===== config.mk =====
export PLATFORM = sky130hd
export DESIGN_NAME = pus_window
export DESIGN_NICKNAME = d
export VERILOG_FILES = /design/src/rtl/core/png_scanline_unfilter_assert.svh /design/src/rtl/core/pus_pkg.sv /design/src/rtl/core/pus_window.sv
export SDC_FILE = /design/constraint.sdc
export NUM_CORES = 1
export LEC_CHECK = 0
export ABC_CLOCK_PERIOD_IN_PS = 4900
export BUFFER_PORTS_ARGS = -buffer_cell sky130_fd_sc_hd__clkbuf_2
export CAP_MARGIN = 25
export CORE_ASPECT_RATIO = 1.1
export CORE_MARGIN = 3
export CORE_UTILIZATION = 30
export DETAILED_ROUTE_END_ITERATION = 6
export SLEW_MARGIN = 10
export SYNTH_ARGS = -nofsm -noshare
export SYNTH_HDL_FRONTEND = slang
export SYNTH_SLANG_ARGS = --single-unit

===== constraint.sdc =====
create_clock -name clk -period 4.9 [get_ports clk]
set_input_delay 0.98 -clock clk [delete_from_list [all_inputs] [get_ports clk]]
set_output_delay 0.98 -clock clk [all_outputs]
set_load 0.02 [all_outputs]

===== src/rtl/core/png_scanline_unfilter_assert.svh =====
// ----------------------------------------------------------------------------
// png_scanline_unfilter_assert.svh
// assertion macros for the unfilter rtl
// ----------------------------------------------------------------------------
`ifndef PNG_SCANLINE_UNFILTER_ASSERT_SVH
`define PNG_SCANLINE_UNFILTER_ASSERT_SVH

// same-cycle implication
`define PUS_ASSERT_NOW(label, clk, rst, ante, cons) \
  label: assert property (@(posedge clk) disable iff (rst) (ante) |-> (cons)) \
    else $error("png_scanline_unfilter: same-cycle check failed");

// next-cycle implication
`define PUS_ASSERT_NEXT(label, clk, rst, ante, cons) \
  label: assert property (@(posedge clk) disable iff (rst) (ante) |=> (cons)) \
    else $error("png_scanline_unfilter: next-cycle check failed");

`endif


===== src/rtl/core/pus_pkg.sv =====
// ----------------------------------------------------------------------------
// pus_pkg
// constants, codes and types for the scanline unfilter
// ----------------------------------------------------------------------------
package pus_pkg;

  localparam int LINE_DEPTH = 8192;
  localparam int ADDR_W     = $clog2(LINE_DEPTH);
  localparam int LEN_W      = 14;
  localparam int BPP_W      = 4;
  localparam int WIN_DEPTH  = 8;
  localparam int WIN_SEL_W  = $clog2(WIN_DEPTH);

  // filter type codes
  localparam logic [2:0] FILT_NONE  = 3'd0;
  localparam logic [2:0] FILT_SUB   = 3'd1;
  localparam logic [2:0] FILT_UP    = 3'd2;
  localparam logic [2:0] FILT_AVG   = 3'd3;
  localparam logic [2:0] FILT_PAETH = 3'd4;
  localparam logic [7:0] FILT_LAST  = 8'd4;

  // register indexes
  localparam logic CFG_BPP = 1'b0;
  localparam logic CFG_LEN = 1'b1;

  typedef struct packed {
    logic                 shift;
    logic                 clear;
    logic [WIN_SEL_W-1:0] sel;
  } win_ctrl_t;

  typedef struct packed {
    logic [2:0] filter;
    logic       error;
  } pred_ctrl_t;

  typedef struct packed {
    logic              is_filter;
    logic              sof;
    logic              eol;
    logic [ADDR_W-1:0] addr;
    logic [7:0]        data;
  } s1_item_t;

endpackage


===== src/rtl/core/pus_window.sv =====
// ----------------------------------------------------------------------------
// pus_window
// delay lines for the left and upper-left neighbours of the current byte
// ----------------------------------------------------------------------------
module pus_window
  import pus_pkg::*;
(
  input  logic      clk,
  input  logic      rst,
  input  win_ctrl_t ctrl,
  input  logic [7:0] left_in,
  input  logic [7:0] upper_in,
  output logic [7:0] left_tap,
  output logic [7:0] upper_left_tap
);

  logic [7:0] left_line  [WIN_DEPTH];
  logic [7:0] upper_line [WIN_DEPTH];

  always_ff @(posedge clk) begin
    if (rst || ctrl.clear) begin
      for (int k = 0; k < WIN_DEPTH; k++) begin
        left_line[k]  <= '0;
        upper_line[k] <= '0;
      end
    end else if (ctrl.shift) begin
      for (int k = WIN_DEPTH - 1; k > 0; k--) begin
        left_line[k]  <= left_line[k-1];
        upper_line[k] <= upper_line[k-1];
      end
      left_line[0]  <= left_in;
      upper_line[0] <= upper_in;
    end
  end

  assign left_tap       = left_line[ctrl.sel];
  assign upper_left_tap = upper_line[ctrl.sel];

endmodule


---- Word level (Yosys, flattened, before mapping) ----
Memories as Yosys holds them, arrays and structs flattened.
Cells that the tools add are included.
storage, ports and cells
  memories kept ........................... 2
  input port bits ......................... 23
  memory bits (writable) .................. 128
  register bits ........................... 0
operators by class
  reduce and logical (&&, ||, !) cells .... 1
  bitwise logic cells ..................... 16
  muxes and demuxes ....................... 21
memory list
  name        depth  bits a word  read ports  clocked after Yosys merged registers in  wr ports  RTL line          RTL
  left_line   8      8            8           0                                        8         pus_window.sv:17  logic [7:0] left_line [WIN_DEPTH];
  upper_line  8      8            8           0                                        8         pus_window.sv:18  logic [7:0] upper_line [WIN_DEPTH];
operator list
  kind               count
  two-way mux 8 bit  16
  bitwise OR 1 bit   16
  two-way mux 1 bit  5
  logical OR 1 bit   1

---- Longest topological paths before layout ----
  word-level depth ........................ 4
  depth in mapped cells ................... 4

---- Least setup slack after synthesis ----
OpenSTA, ideal clock, no wires.
  path type ............................... input -> register
  start point ............................. input ctrl[4] (netlist bit)
  end point ............................... memory left_line[0][0] (enable)
  arrival ................................. 3.743 ns
  path slack .............................. 0.662 ns
  setup time .............................. 0.495 ns
  cell stages on the path ................. 1
  data required time ...................... 4.405 ns
  cell sequence ........................... or3_1
RTL lines
  what         RTL line          RTL
  from (decl)  pus_window.sv:10  input win_ctrl_t ctrl,
  to (decl)    pus_window.sv:17

---- Worst setup path in the final report ----
  start point ............................. input ctrl[0] (netlist bit)
  end point ............................... output left_tap[6]
on the way
  word-level cells in the longest chain between the ends .. 1
ends and longest elaborated chain
  what                RTL line          RTL
  memory (8 x 8 bit)  --
  to (decl)           pus_window.sv:13  output logic [7:0] left_tap,
Every way passes these cells.

==> impl.org <==
** Outcome
- Run status :: finished, final reports clean

** Detailed routing
- In the final routed layout, each cell accounts on average for 16.45 um.
- Dividing the detail-routed via count by the number of cells gives 4.621.
- For this run, design rule violations remaining after detail routing come to 0.
- Via total after detailed routing :: 2,874
- Wire length after detailed routing :: 10.24 mm
- Iter 0 DRT Violations :: 225
- Count of antenna-violating nets left after detailed routing :: 0
- Drt pass-1 iters :: 4

** Logic synthesis
- Synth top area share :: 0.6648
- The synthesized design contains 128 register bits.
- Top cells by area, synth :: sky130_fd_sc_hd__edfxtp_1, sky130_fd_sc_hd__and2_1, sky130_fd_sc_hd__mux4_1
- The synthesized design spends more area on one cell type than any other, namely sky130_fd_sc_hd__edfxtp_1.
- Of the synthesized area, sequential elements account for 0.6648.
- Counting every instance in the synthesized netlist gives 329.
- After synthesis the cells add up to 0.005782 sq mm.
- Avg Inst Size Synth :: 17.57 sq um
- Yosys mapped the design onto 11 distinct sky130hd cell types.
- Count of warnings emitted by yosys :: 0
- Synthesized Nets :: 352

** Final layout
- The area growth from synthesis to layout is 16.90%.
- Diode insertion count for antenna repair :: 0
- Fraction of layout cells with a size suffix above 1 :: 0.2348
- After the last flow step, the layout net total stands at 391.
- The sequential cells in the finished layout cover a total of 0.003844 sq mm.
- Counting the fill cells in the layout gives 1,744.
- Multi-input logic area :: 0.001831 sq mm
- Area of all placed cells without fillers :: 0.006759 sq mm

** Worst setup path
- Endpoint required time on the critical path :: 3.92 ns
- Kind of cell with the highest combined delay on the critical path :: multiplexers
- Reg-to-reg critical path startpoint :: upper_line[5][5]
- CP Launch Point :: ctrl[0]
- For this design, the slowest cell found on the critical path is sky130_fd_sc_hd__mux4_1.
- Highest net fanout along the worst path :: 32
- Crit path kind :: in2out
- Most frequent cell on the critical path :: sky130_fd_sc_hd__clkbuf_2
- The number of buffers and inverters on the critical path is 3.
- The worst setup path is launched from a primary input.
- Worst r2r path cells :: 1
- In this run the worst setup path terminates at left_tap[6].
- Setup slack of the worst register-to-register path :: 4.07 ns
- The signal on the critical path passes through clkbuf_2 > buf_4 > mux4_1 > mux2_2 > clkbuf_2.
- End of the worst register-to-register path :: upper_line[6][5]
- Data on the critical path arrives at its endpoint at 2.64 ns.
- Critical Path End Type :: output pin
- Highest cell delay on the worst timing path :: 0.63 ns
- Total number of cells along the worst setup path :: 5

** Clock network
- Cell at the root of the clock tree :: sky130_fd_sc_hd__clkbuf_16
- Clock latency on the worst-skew pair, taken at its later pin, is 0.40 ns.
- Total setup buffers inserted after CTS :: 0
- Clock tree sinks :: 128
- CTS tree :: done
- After clock tree synthesis, the repair step resized 0 gates.
- Number of CTS-inserted buffers :: 17
- Buffers inserted to repair hold after CTS numbered 0.
- The clock passes through at most 2 buffers.
- Clock slew at reported path FFs :: 0.05 ns
- The clock tree synthesis step divided the H-tree into 4 levels.

** Power
- Power per standard cell area :: 381.0 mW/mm^2
- VDD sags by at most 240.8 uV.
- Cell leakage power :: 0.002803 uW

** Global routing
- In the global route stage, overall resource usage came out at 0.1026.
- The first global-routing pass estimated 16.68 mm of wire.
- Total congestion overflow after global routing :: 0
- Initial antenna violation count :: 0
- Entering global routing, the biggest net connects 129 pins.
- Vias in the first global route :: 3,025

** Timing
- Unrepaired setup endpoints after global routing :: false
- Actual transition at the worst max-transition pin :: 0.8627 ns
- Slew headroom :: 0.4249
- Accumulated negative setup slack :: 0 ns
- For the final database, setup skew stands at 0.006021 ns.
- In the finished design, the share of the clock period the worst path needs comes to 0.7380.
- Setup violations remaining at the end of the flow were counted as 0.
- The final max-slew violation count was 0.
- Final Hold Fails :: 0
- PnR worst setup slack :: 1.284 ns
- Highest Clock Rate :: 276.5 MHz
- Period minus WS final :: 3.616 ns

** Floorplanning
- Die ar. :: 0.02098 sq mm
- Initial Util :: 0.3096
- Die extent in y :: 151.6 um
- Core region area :: 0.01867 sq mm
- For this design the top-level I/O count stands at 39.
- In this run the core area contains 52 standard-cell rows.
- In this run the horizontal extent of the chip is 138.4 um.

** Placed design
- Port buffering added 38 buffers.
- Detailed Place HPWL :: 5.730 mm
- Prior to clock tree synthesis, the placed netlist has a worst setup slack of 1.252 ns.
- Summing all placed instances gives a cell area of 0.006198 sq mm.
- Global placer's final weighted congestion :: 0.7234

** Flow run
- Max-capacitance violation count :: 0

** Min path
- Hold/Removal Path Class :: reg2reg
## cells in the final DEF (no fill, tap or decap)
master / Yosys / routed
sky130_fd_sc_hd__clkbuf_16: 0 / 17
sky130_fd_sc_hd__bufinv_16: 0 / 2
sky130_fd_sc_hd__mux4_1: 28 / 28
sky130_fd_sc_hd__edfxtp_1: 128 / 128
sky130_fd_sc_hd__clkbuf_2: 1 / 38
sky130_fd_sc_hd__buf_16: 0 / 1
sky130_fd_sc_hd__clkinv_2: 0 / 5
sky130_fd_sc_hd__mux2_2: 16 / 16
sky130_fd_sc_hd__clkinv_1: 0 / 3
sky130_fd_sc_hd__mux4_2: 4 / 4
sky130_fd_sc_hd__nor3b_2: 0 / 1
sky130_fd_sc_hd__clkbuf_1: 15 / 3
sky130_fd_sc_hd__or3_4: 0 / 1
sky130_fd_sc_hd__buf_4: 0 / 4
sky130_fd_sc_hd__and2_1: 128 / 128
## area by class of cell
| class | count | share of cell area |
|---|---|---|
| clock buffer | 20 | 0.06461 |
| clock inverter | 10 | 0.01425 |
| multi-input combinational | 178 | 0.2708 |
| sequential | 128 | 0.5687 |
| tap | 243 | 0.04498 |
| timing repair buffer | 43 | 0.03665 |
## layer usage
layer | share of wire | track usage
met1 | 0.47 | 0.1329
met2 | 0.48 | 0.1621
met3 | 0.034 | 0.02982
met5 | 0 | 0
met4 | 0.016 | 0.04447
## power breakdown
part / internal, uW / switching (uW)
registers: 1250 / 22.0
clock network: 732 / 433
logic: 63.7 / 72.7
total: 2050 / 527
## state kept, by name (all words and copies together) (netlist names)
signal	flops
left_line	64
upper_line	64
## worst min-delay path by stage
stage,to,from,cells after the start,slack [ns]
floorplan,left_line[2][0],left_line[1][0],1,0.51
global placement,upper_line[2][6],upper_line[1][6],1,0.52
detailed placement,upper_line[2][2],upper_line[1][2],1,0.53
CTS,upper_line[2][2],upper_line[1][2],1,0.54
global route,upper_line[3][2],upper_line[2][2],1,0.56
finish,upper_line[2][2],upper_line[1][2],1,0.54
## stage by stage
stage / instances / power (uW) / util / hold WS [ns]
floorplan: 329 / 1388 / - / 0.5144
global placement: 591 / 1430 / 0.3319 / 0.5219
detailed placement: 591 / 1435 / 0.3319 / 0.5303
CTS: 621 / 2604 / 0.3605 / 0.5427
global route: 622 / 2674 / 0.3620 / 0.5585
finish: 622 / 2575 / 0.3620 / 0.5382
## logic make-up after synthesis
family,Yosys count,synth area share
AND/OR/NAND/NOR,130,0.1409
flip-flops,128,0.6648
multiplexers,48,0.1740
buffers and inverters,23,0.02034
## cell usage after synthesis (all sizes together)
cell and number:
nor3b 1, buf 7, clkbuf 16, and2 128, edfxtp 128, mux2 16
mux4 32, or3 1
(Power assumes the default switching activity.)
