--- src/rtl/core/png_scanline_unfilter_assert.svh ---
// ----------------------------------------------------------------------------
// png_scanline_unfilter_assert.svh
// assertion macros for the unfilter rtl
// ----------------------------------------------------------------------------
`ifndef PNG_SCANLINE_UNFILTER_ASSERT_SVH
`define PNG_SCANLINE_UNFILTER_ASSERT_SVH

// same-cycle implication
`define PUS_ASSERT_NOW(label, clk, rst, ante, cons) \
  label: assert property (@(posedge clk) disable iff (rst) (ante) |-> (cons)) \
    else $error("png_scanline_unfilter: same-cycle check failed");

// next-cycle implication
`define PUS_ASSERT_NEXT(label, clk, rst, ante, cons) \
  label: assert property (@(posedge clk) disable iff (rst) (ante) |=> (cons)) \
    else $error("png_scanline_unfilter: next-cycle check failed");

`endif

--- src/rtl/core/pus_pkg.sv ---
// ----------------------------------------------------------------------------
// pus_pkg
// constants, codes and types for the scanline unfilter
// ----------------------------------------------------------------------------
package pus_pkg;

  localparam int LINE_DEPTH = 8192;
  localparam int ADDR_W     = $clog2(LINE_DEPTH);
  localparam int LEN_W      = 14;
  localparam int BPP_W      = 4;
  localparam int WIN_DEPTH  = 8;
  localparam int WIN_SEL_W  = $clog2(WIN_DEPTH);

  // filter type codes
  localparam logic [2:0] FILT_NONE  = 3'd0;
  localparam logic [2:0] FILT_SUB   = 3'd1;
  localparam logic [2:0] FILT_UP    = 3'd2;
  localparam logic [2:0] FILT_AVG   = 3'd3;
  localparam logic [2:0] FILT_PAETH = 3'd4;
  localparam logic [7:0] FILT_LAST  = 8'd4;

  // register indexes
  localparam logic CFG_BPP = 1'b0;
  localparam logic CFG_LEN = 1'b1;

  typedef struct packed {
    logic                 shift;
    logic                 clear;
    logic [WIN_SEL_W-1:0] sel;
  } win_ctrl_t;

  typedef struct packed {
    logic [2:0] filter;
    logic       error;
  } pred_ctrl_t;

  typedef struct packed {
    logic              is_filter;
    logic              sof;
    logic              eol;
    logic [ADDR_W-1:0] addr;
    logic [7:0]        data;
  } s1_item_t;

endpackage

--- src/rtl/core/pus_predictor.sv ---
// ----------------------------------------------------------------------------
// pus_predictor
// filter predictor (none, sub, up, average, paeth) and byte reconstruction
// ----------------------------------------------------------------------------
module pus_predictor
  import pus_pkg::*;
(
  input  pred_ctrl_t ctrl,
  input  logic [7:0] x,
  input  logic [7:0] a,
  input  logic [7:0] b,
  input  logic [7:0] c,
  output logic [7:0] recon
);

  logic        [8:0]  avg_sum;
  logic signed [10:0] sa, sb, sc;
  logic signed [10:0] da, db, dc;
  logic        [9:0]  pa, pb, pc;
  logic        [7:0]  paeth;
  logic        [7:0]  pred;

  always_comb begin
    avg_sum = {1'b0, a} + {1'b0, b};
    sa = 11'(signed'({3'b000, a}));
    sb = 11'(signed'({3'b000, b}));
    sc = 11'(signed'({3'b000, c}));
    da = sb - sc;
    db = sa - sc;
    dc = sa + sb - (sc <<< 1);
    pa = da[10] ? 10'(-da) : da[9:0];
    pb = db[10] ? 10'(-db) : db[9:0];
    pc = dc[10] ? 10'(-dc) : dc[9:0];
    // ties go to a, then b
    if (pa <= pb && pa <= pc) begin
      paeth = a;
    end else if (pb <= pc) begin
      paeth = b;
    end else begin
      paeth = c;
    end
    case (ctrl.filter)
      FILT_NONE:  pred = '0;
      FILT_SUB:   pred = a;
      FILT_UP:    pred = b;
      FILT_AVG:   pred = avg_sum[8:1];
      FILT_PAETH: pred = paeth;
      default:    pred = '0;
    endcase
    recon = ctrl.error ? 8'd0 : x + pred;
  end

endmodule
--- config.mk ---
export PLATFORM = sky130hd
export DESIGN_NAME = pus_predictor
export DESIGN_NICKNAME = d
export VERILOG_FILES = /design/src/rtl/core/png_scanline_unfilter_assert.svh /design/src/rtl/core/pus_pkg.sv /design/src/rtl/core/pus_predictor.sv
export SDC_FILE = /design/constraint.sdc
export NUM_CORES = 1
export LEC_CHECK = 0
export ABC_AREA = 1
export BUFFER_PORTS_ARGS = -buffer_cell sky130_fd_sc_hd__clkbuf_2
export CAP_MARGIN = 20
export CORE_UTILIZATION = 68
export DETAILED_ROUTE_END_ITERATION = 10
export GPL_TIMING_DRIVEN = 0
export PLACE_DENSITY_LB_ADDON = 0.15
export SYNTH_ARGS = -nofsm -noshare
export SYNTH_HDL_FRONTEND = slang
export SYNTH_SLANG_ARGS = --single-unit
export TNS_END_PERCENT = 5
--- constraint.sdc ---
create_clock -name vclk -period 17.08
set_clock_uncertainty 0.1 [all_clocks]
set_input_delay 4.27 -clock vclk [all_inputs]
set_output_delay 4.27 -clock vclk [all_outputs]
set_load 0.03 [all_outputs]
After elaboration in Yosys (flattened, before gate mapping)
Cells that the tools add are included.
- bits of input ports: 36
- bits in registers: 0
- output and inout bits: 8
- word-level logic and storage cells: 24
- add/subtract/negate cells: 9
- muxes and demuxes: 7
- $lt $le $gt $ge: 3
- reduce and logical (&&, ||, !) cells: 1
- equality and inequality tests: 4
- operators with widths (operator ; number):
    $pmux W8 S4 ; 1
    $le A10 B10 Y1 ; 3
    $mux W10 ; 3
    $mux W8 ; 3
    $neg A9 Y10 ; 2
    $add A8 B8 Y9 ; 2
    $sub A8 B8 Y9 ; 2
    $neg A10 Y10 ; 1
    $sub A9 B9 Y10 ; 1
    $add A8 B8 Y8 ; 1
    $eq A3 B2 Y1 const B ; 2
    $eq A3 B1 Y1 const B ; 1
    $eq A3 B3 Y1 const B ; 1
    $logic_and A1 B1 Y1 ; 1

Longest topological paths before layout
Gate-level depths: netlist of run 1.
- depth in word-level cells: 10
- mapped depth: 49
- gate-level depth less buffers: 48

Worst setup path before layout of run 1
No wires, ideal clock.
- path kind: input-to-output
- start: input port a[2]
- end: output port recon[7]
- data required time: 12.710 ns
- stages: 46
- data arrival time: 9.697 ns
- buffers on the path: 2
- path slack: 3.013 ns
- path through: inv_1 > fa_1 > inv_1 > ha_1 > buf_6 > nand2_1 > nand2_1 > nand2_2 > nand3_1 > a21oi_1 > xor2_1 > nand3_1 > o21ai_0 > xor2_1 > inv_1 > ha_1 > nand3_1 > a21oi_2 > (+10 left out) > a21oi_1 > inv_1 > a31oi_1 > inv_1 > nand2_1 > inv_1 > nor2_1 > nor2_1 > nor2_1 > nor2_1 > inv_1 > nand2_1 > a21oi_1 > xor2_1 > inv_1 > nand2_1 > nand2_1 > nor2_1
- cells in the longest elaborated chain, start to end: 10
- elaborated cells on any way between the ends: 17
- classes of those cells: add/sub (7); order compare (3); mux (6); reduce/logical (1)
- RTL lines (item ; line ; text):
    start, declared ; pus_predictor.sv:10 ; input logic [7:0] a,
    $add A8 B8 Y9 ; pus_predictor.sv:24, pus_predictor.sv:30 ;
    $sub A9 B9 Y10 ; pus_predictor.sv:30 ; dc = sa + sb - (sc <<< 1);
    $neg A10 Y10 ; pus_predictor.sv:33 ; pc = dc[10] ? 10'(-dc) : dc[9:0];
    $mux W10 ; pus_predictor.sv:33 ;
    $le A10 B10 Y1, on equally long branches ; pus_predictor.sv:37, pus_predictor.sv:35 ;
    $mux W8 / $logic_and A1 B1 Y1 (equally long branches) ; pus_predictor.sv:37, pus_predictor.sv:35 ;
    $mux W8 ; pus_predictor.sv:35 ; if (pa <= pb && pa <= pc) begin
    $pmux W8 S4 (*) ; pus_predictor.sv:42 ; case (ctrl.filter)
    $add A8 B8 Y8 (*) ; pus_predictor.sv:50 ; recon = ctrl.error ? 8'd0 : x + pred;
    $mux W8 (*) ; pus_predictor.sv:50 ;
    end, declared ; pus_predictor.sv:13 ; output logic [7:0] recon
Mark *: on every way between the ends. The rest lies on a longest branch, timed or not.

Final worst setup path of run 1
- start: input port a[4]
- end: output port recon[7]
Same word-level chain as after synthesis.

==> metrics.csv, run 1 <==
stage,metric,value,unit
power_and_ir_drop,comb_power_share,100.0,%
sta,fmax,67.21,MHz
final_layout,design.seq.count,0,
power_and_ir_drop,powerDensity,71.98,nW/um^2
power_and_ir_drop,clockPowerShare,0,%
drt,wl,9.526,mm
clock_network,postCtsSetupBuffers,0,
sta,maxSlewHeadroom,49.01,%
status,status,finished clean,
sta,fin_crit,14880,ps
grt,track_usage,34.77,%
critical_path,crit_path_max_incr_delay,550,ps
clock_network,ctsResizeCount,0,
yosys,yosysWarnings,0,
sta,setup_tns,0,ps
floorplan,rows,26,
power_and_ir_drop,p_leak,2.398,nW
critical_path,endpoint_kind,output pin,
sta,setup_viol,0,
floorplan,fp.dieW,75.00,um
grt,grt_max_degree,11,
final_layout,drive_above_1_share,14.09,%
drt,drc,0,
floorplan,die_h,75.00,um
clock_network,hold_buffers,0,
sta,final-hold-violation-count,0,
sta,finalCritPeriodShare,87.12,%
power_and_ir_drop,seq_power_share,0,%
critical_path,worstPathArrival,10510,ps
grt,grt_pass1_vias,3628,
placement,gp_congestion,0.9476,
drt,antenna_left,0,
final_layout,fillCellCount,420,
sta,tightest_slew,759.0,ps
yosys,syn_inst,600,
grt,antenna_found_initial,0,
worst_hold_path,hold_path.class,in2out,
power_and_ir_drop,internal-power,0.0001031,W
placement,port_buffers,44,
drt,firstDrtPassIters,6,
critical_path,cp.required,12710,ps
floorplan,coreArea,5107,sq um
power_and_ir_drop,switchingPower,0.0001804,W
yosys,syn-mean-instance-area,6.039,sq um
drt,viasPerCell,5.589,
critical_path,cp_max_fo,10,
yosys,ys_seq_area_share,0,%
floorplan,dieArea,5624,sq um
drt,avgRoutedWirePerCell,13.30,um
run,cap_viol_max_count,0,
floorplan,pin_count,44,
drt,dr_total_vias,4002,
floorplan,initial_core_util,70.95,%
critical_path,worstSetupPathType,in2out,
grt,overflow,0,
critical_path,slowest_stage,fa_1,
final_layout,clock_buffers,0,
sta,drv_slew,0,
yosys,synth_cell_types,43,
placement,hpwl,8.219,mm
sta,rsz0062_at_grt,no,
final_layout,seq_area,0,sq um
final_layout,synthToLayoutAreaGrowth,8.702,%
yosys,syn_area,3623,sq um
final_layout,diodes,0,
drt,drtIter0Drc,227,
power_and_ir_drop,irDropWorstVdd,0.04020,mV
final_layout,fin_util,77.12,%
critical_path,critPathLaunchType,primary input,
final_layout,nNetsFinal,764,
power_and_ir_drop,sw_frac_of_total,63.63,%
grt,grt_pass1_wl,15.19,mm
-- per-layer routing --
| metal | routed length (um) | track usage (%) | share of wire (%) |
|---|---|---|---|
| met1 | 4163 | 41.46 | 44 |
| met2 | 4583 | 63.96 | 48 |
| met3 | 517 | 3.614 | 5.4 |
| met4 | 263 | 13.00 | 2.8 |
| met5 | 0 | 0 | 0 |
-- cells by family after synthesis --
group	count (synthesis)	synth area share [%]
adder cells (fa/ha/maj)	80	29.90
AND/OR/NAND/NOR	257	32.91
other	2	0.2073
AO/OA/AOI/OAI	98	16.23
buffers and inverters	139	14.95
XOR/XNOR	24	5.801
-- cell usage after synthesis (3+ instances only) --
library cell  number  area share (%)
a211oi_1           3            0.62
a21oi_1           33             4.6
a21oi_2            6             1.5
a31oi_1            3            0.52
fa_1              11             6.1
ha_1              69              24
inv_1            130              13
inv_2              6            0.62
nand2_1          109              11
nand2_2           13             2.2
nand3_1           37             5.1
nand3_2            5             1.4
nand4_1           14             2.4
nor2_1            55             5.7
nor2_2             3            0.52
nor3_1             7            0.97
o21ai_0           27             3.7
o21ai_1            7            0.97
o21bai_1           3            0.62
o22ai_1            8             1.4
xnor2_1            3            0.73
xor2_1            21             5.1
-- per-stage QoR --
stage	hold slack, ps	area, sq um	worst slack (ps)	power [W]	std cells
3_3_place_gp	8748	3939	2503	0.0002641	716
6_report	8753	3939	2201	0.0002835	716
4_1_cts	8756	3939	2257	0.0002790	716
3_5_place_dp	8754	3939	2280	0.0002771	716
2_1_floorplan	8552	3631	3013	0.0002152	602
5_1_grt	8765	3939	1646	0.0003226	716
-- area by class of cell --
type | count | area [sq um] | share of cell area, %
Buffer | 2 | 26.28 | 0.6671
Multi-Input combinational cell | 463 | 3089 | 78.43
Timing Repair Buffer | 44 | 220.2 | 5.591
Inverter | 137 | 515.5 | 13.09
Tap cell | 70 | 87.58 | 2.224
-- cell usage in the layout (no fill, tap or decap), drive strengths merged, types with 4 or more instances in the layout --
| master | Yosys | layout |
|---|---|---|
| xor2 | 21 | 21 |
| o22ai | 8 | 8 |
| nand2 | 124 | 124 |
| nor2 | 59 | 59 |
| conb | 2 | 4 |
| nand3 | 42 | 42 |
| a21oi | 40 | 40 |
| ha | 69 | 69 |
| nor3 | 8 | 8 |
| nand4 | 15 | 15 |
| clkbuf | 0 | 44 |
| fa | 11 | 11 |
| o21ai | 34 | 34 |
| inv | 136 | 136 |
-- critical path: cells and delay by family --
family	cells	cell delay (ps)
compound gates	7	1030
xor+xnor	3	620
fa+ha+maj	4	1530
buf+inv	12	1130
simple gates	21	1930
-- worst paths after layout --
check / cells after the start / to / startpoint
setup / recovery: 47 / recon[7] / a[4]
hold / removal: 3 / recon[1] / ctrl[0]
-- power groups by stage --
stage | sequential [W] | combinational [W] | clock (W)
finish | 0 | 0.000284 | 0
global route | 0 | 0.000323 | 0
CTS | 0 | 0.000279 | 0
detailed placement | 0 | 0.000277 | 0
global placement | 0 | 0.000264 | 0
floorplan | 0 | 0.000215 | 0
No activity file was read; power rests on OpenSTA's default activity.
==> run 2: changes to the inputs <==
- REMOVE_ABC_BUFFERS: unset -> 1
==> metrics.csv, run 2 (synthesis gave the netlist of run 1 again) <==
stage,metric,value,unit,change
critical_path,endpoint_kind,output pin,,
power_and_ir_drop,p_leak,2.385,nW,-0.56%
sta,maxSlewHeadroom,48.86,%,-0.15 points
critical_path,slowest_stage,fa_1,,
clock_network,postCtsSetupBuffers,0,,unchanged
final_layout,layout_commonest_cell,inv_1,,
final_layout,clock_buffers,0,,unchanged
critical_path,endpoint,recon[7],,
drt,firstDrtPassIters,5,,-1
floorplan,rows,26,,unchanged
critical_path,cp.required,12710,ps,about the same
placement,hpwl,8.141,mm,-0.94%
clock_network,ctsResizeCount,0,,unchanged
critical_path,worstSetupStartpoint,a[3],,
drt,avgRoutedWirePerCell,12.95,um,-2.6%
grt,grt_max_degree,16,,+5
critical_path,worstPathArrival,10460,ps,-50 ps
clock_network,hold_buffers,0,,unchanged
power_and_ir_drop,powerDensity,70.69,nW/um^2,-1.8%
floorplan,fp.dieW,75.00,um,unchanged
power_and_ir_drop,seq_power_share,0,%,unchanged
sta,setup_viol,0,,unchanged
drt,dr_total_vias,4019,,+0.42%
sta,rsz0062_at_grt,no,,
floorplan,pin_count,44,,unchanged
placement,port_buffers,44,,unchanged
final_layout,nNetsFinal,762,,-0.26%
critical_path,crit_path_max_incr_delay,550,ps,about the same
sta,setup_tns,0,ps,unchanged
final_layout,drive_above_1_share,13.82,%,-0.27 points
floorplan,initial_core_util,70.95,%,unchanged
grt,antenna_found_initial,0,,unchanged
sta,fin_crit,14830,ps,-49.82 ps
floorplan,coreArea,5107,sq um,unchanged
sta,setup_slack,2250,ps,+49.82 ps
sta,final-hold-violation-count,0,,unchanged
worst_hold_path,hold_path.class,in2out,,
critical_path,worstSetupPathType,in2out,,
grt,grt_pass1_wl,14.92,mm,-1.8%
floorplan,die_h,75.00,um,unchanged
placement,gp_congestion,0.9536,,+0.63%
sta,drv_slew,0,,unchanged
sta,fmax,67.43,MHz,+0.34%
grt,grt_pass1_vias,3560,,-1.9%
power_and_ir_drop,internal-power,0.00009994,W,-3.1%
run,cap_viol_max_count,0,,unchanged
final_layout,diodes,0,,unchanged
placement,dpl.cell_count,714,,-0.28%
final_layout,fin_util,76.60,%,-0.51 points
grt,track_usage,33.81,%,-0.95 points
drt,drtIter0Drc,208,,-8.4%
sta,tightest_slew,761.2,ps,+2.215 ps
final_layout,synthToLayoutAreaGrowth,7.976,%,
drt,antenna_left,0,,unchanged
power_and_ir_drop,switchingPower,0.0001766,W,-2.1%
power_and_ir_drop,comb_power_share,100.0,%,about the same
power_and_ir_drop,irDropWorstVdd,0.03778,mV,-6.0%
final_layout,fin_cells,714,,-0.28%
final_layout,final_cell_mix,"inv_1 (130), nand2_1 (109), ha_1 (69)",,
final_layout,seq_area,0,sq um,unchanged
grt,overflow,0,,unchanged
critical_path,critPathLaunchType,primary input,,
floorplan,dieArea,5624,sq um,unchanged
critical_path,cp_max_fo,9,,-1
final_layout,design.seq.count,0,,unchanged
power_and_ir_drop,clockPowerShare,0,%,unchanged
power_and_ir_drop,sw_frac_of_total,63.86,%,+0.24 points
drt,wl,9.249,mm,-2.9%
placement,place_ws,2339,ps,+58.95 ps
drt,viasPerCell,5.629,,+0.71%
status,status,finished clean,,
drt,drc,0,,unchanged
sta,finalCritPeriodShare,86.82,%,-0.29 points
==> run 2: cell count changes in the layout (fill, tap and decap cells not counted), sizes merged <==
cell / delta
buf: -2
==> run 2: worst min path at each step <==
stage / startpoint / end / cells past startpoint
2_1_floorplan: ctrl[0] / recon[0] / 1
3_3_place_gp: ctrl[0] / recon[0] / 3
3_5_place_dp: ctrl[0] / recon[0] / 3
4_1_cts: ctrl[0] / recon[0] / 3
5_1_grt: ctrl[0] / recon[0] / 3
6_report: ctrl[0] / recon[0] / 3
==> run 2: per-layer routing <==
layer / up-vias / part of all wire, % / global-route usage, %
met1: 1779 / 44 / 41.63
li1: 2037 / - / -
met4: 0 / 3.6 / 11.32
met5: - / 0 / 0
met3: 31 / 5.6 / 2.544
met2: 172 / 47 / 61.96
==> run 2: critical path, delay by kind of cell <==
family,cells,cell delay (ps)
AOI/OAI and AO/OA,5,820
buffers and inverters,12,1040
adders and majority gates,4,1550
xor gates and xnor gates,3,610
and+or+nand+nor,24,2140
==> run 2: cell type report <==
| type | count | area (sq um) |
|---|---|---|
| inverter | 137 | 515.5 |
| timing repair buffer | 44 | 220.2 |
| tap | 70 | 87.58 |
| multi-input combinational | 463 | 3089 |
| fill | 431 | 1195 |
==> run 2: through the flow <==
| step | hold slack, ps | area (sq um) | power [W] |
|---|---|---|---|
| final | 8749 | 3913 | 0.0002766 |
| after CTS | 8753 | 3913 | 0.0002741 |
| after global routing | 8767 | 3913 | 0.0003140 |
| after detailed placement | 8752 | 3913 | 0.0002722 |
| after global placement | 8747 | 3913 | 0.0002595 |
| after floorplan | 8552 | 3605 | 0.0002116 |
==> run 2: power by group through the flow <==
| stage | clock network (W) | registers [W] | logic [W] |
|---|---|---|---|
| global route | 0 | 0 | 0.000314 |
| CTS | 0 | 0 | 0.000274 |
| floorplan | 0 | 0 | 0.000212 |
| global placement | 0 | 0 | 0.000259 |
| detailed placement | 0 | 0 | 0.000272 |
| finish | 0 | 0 | 0.000277 |
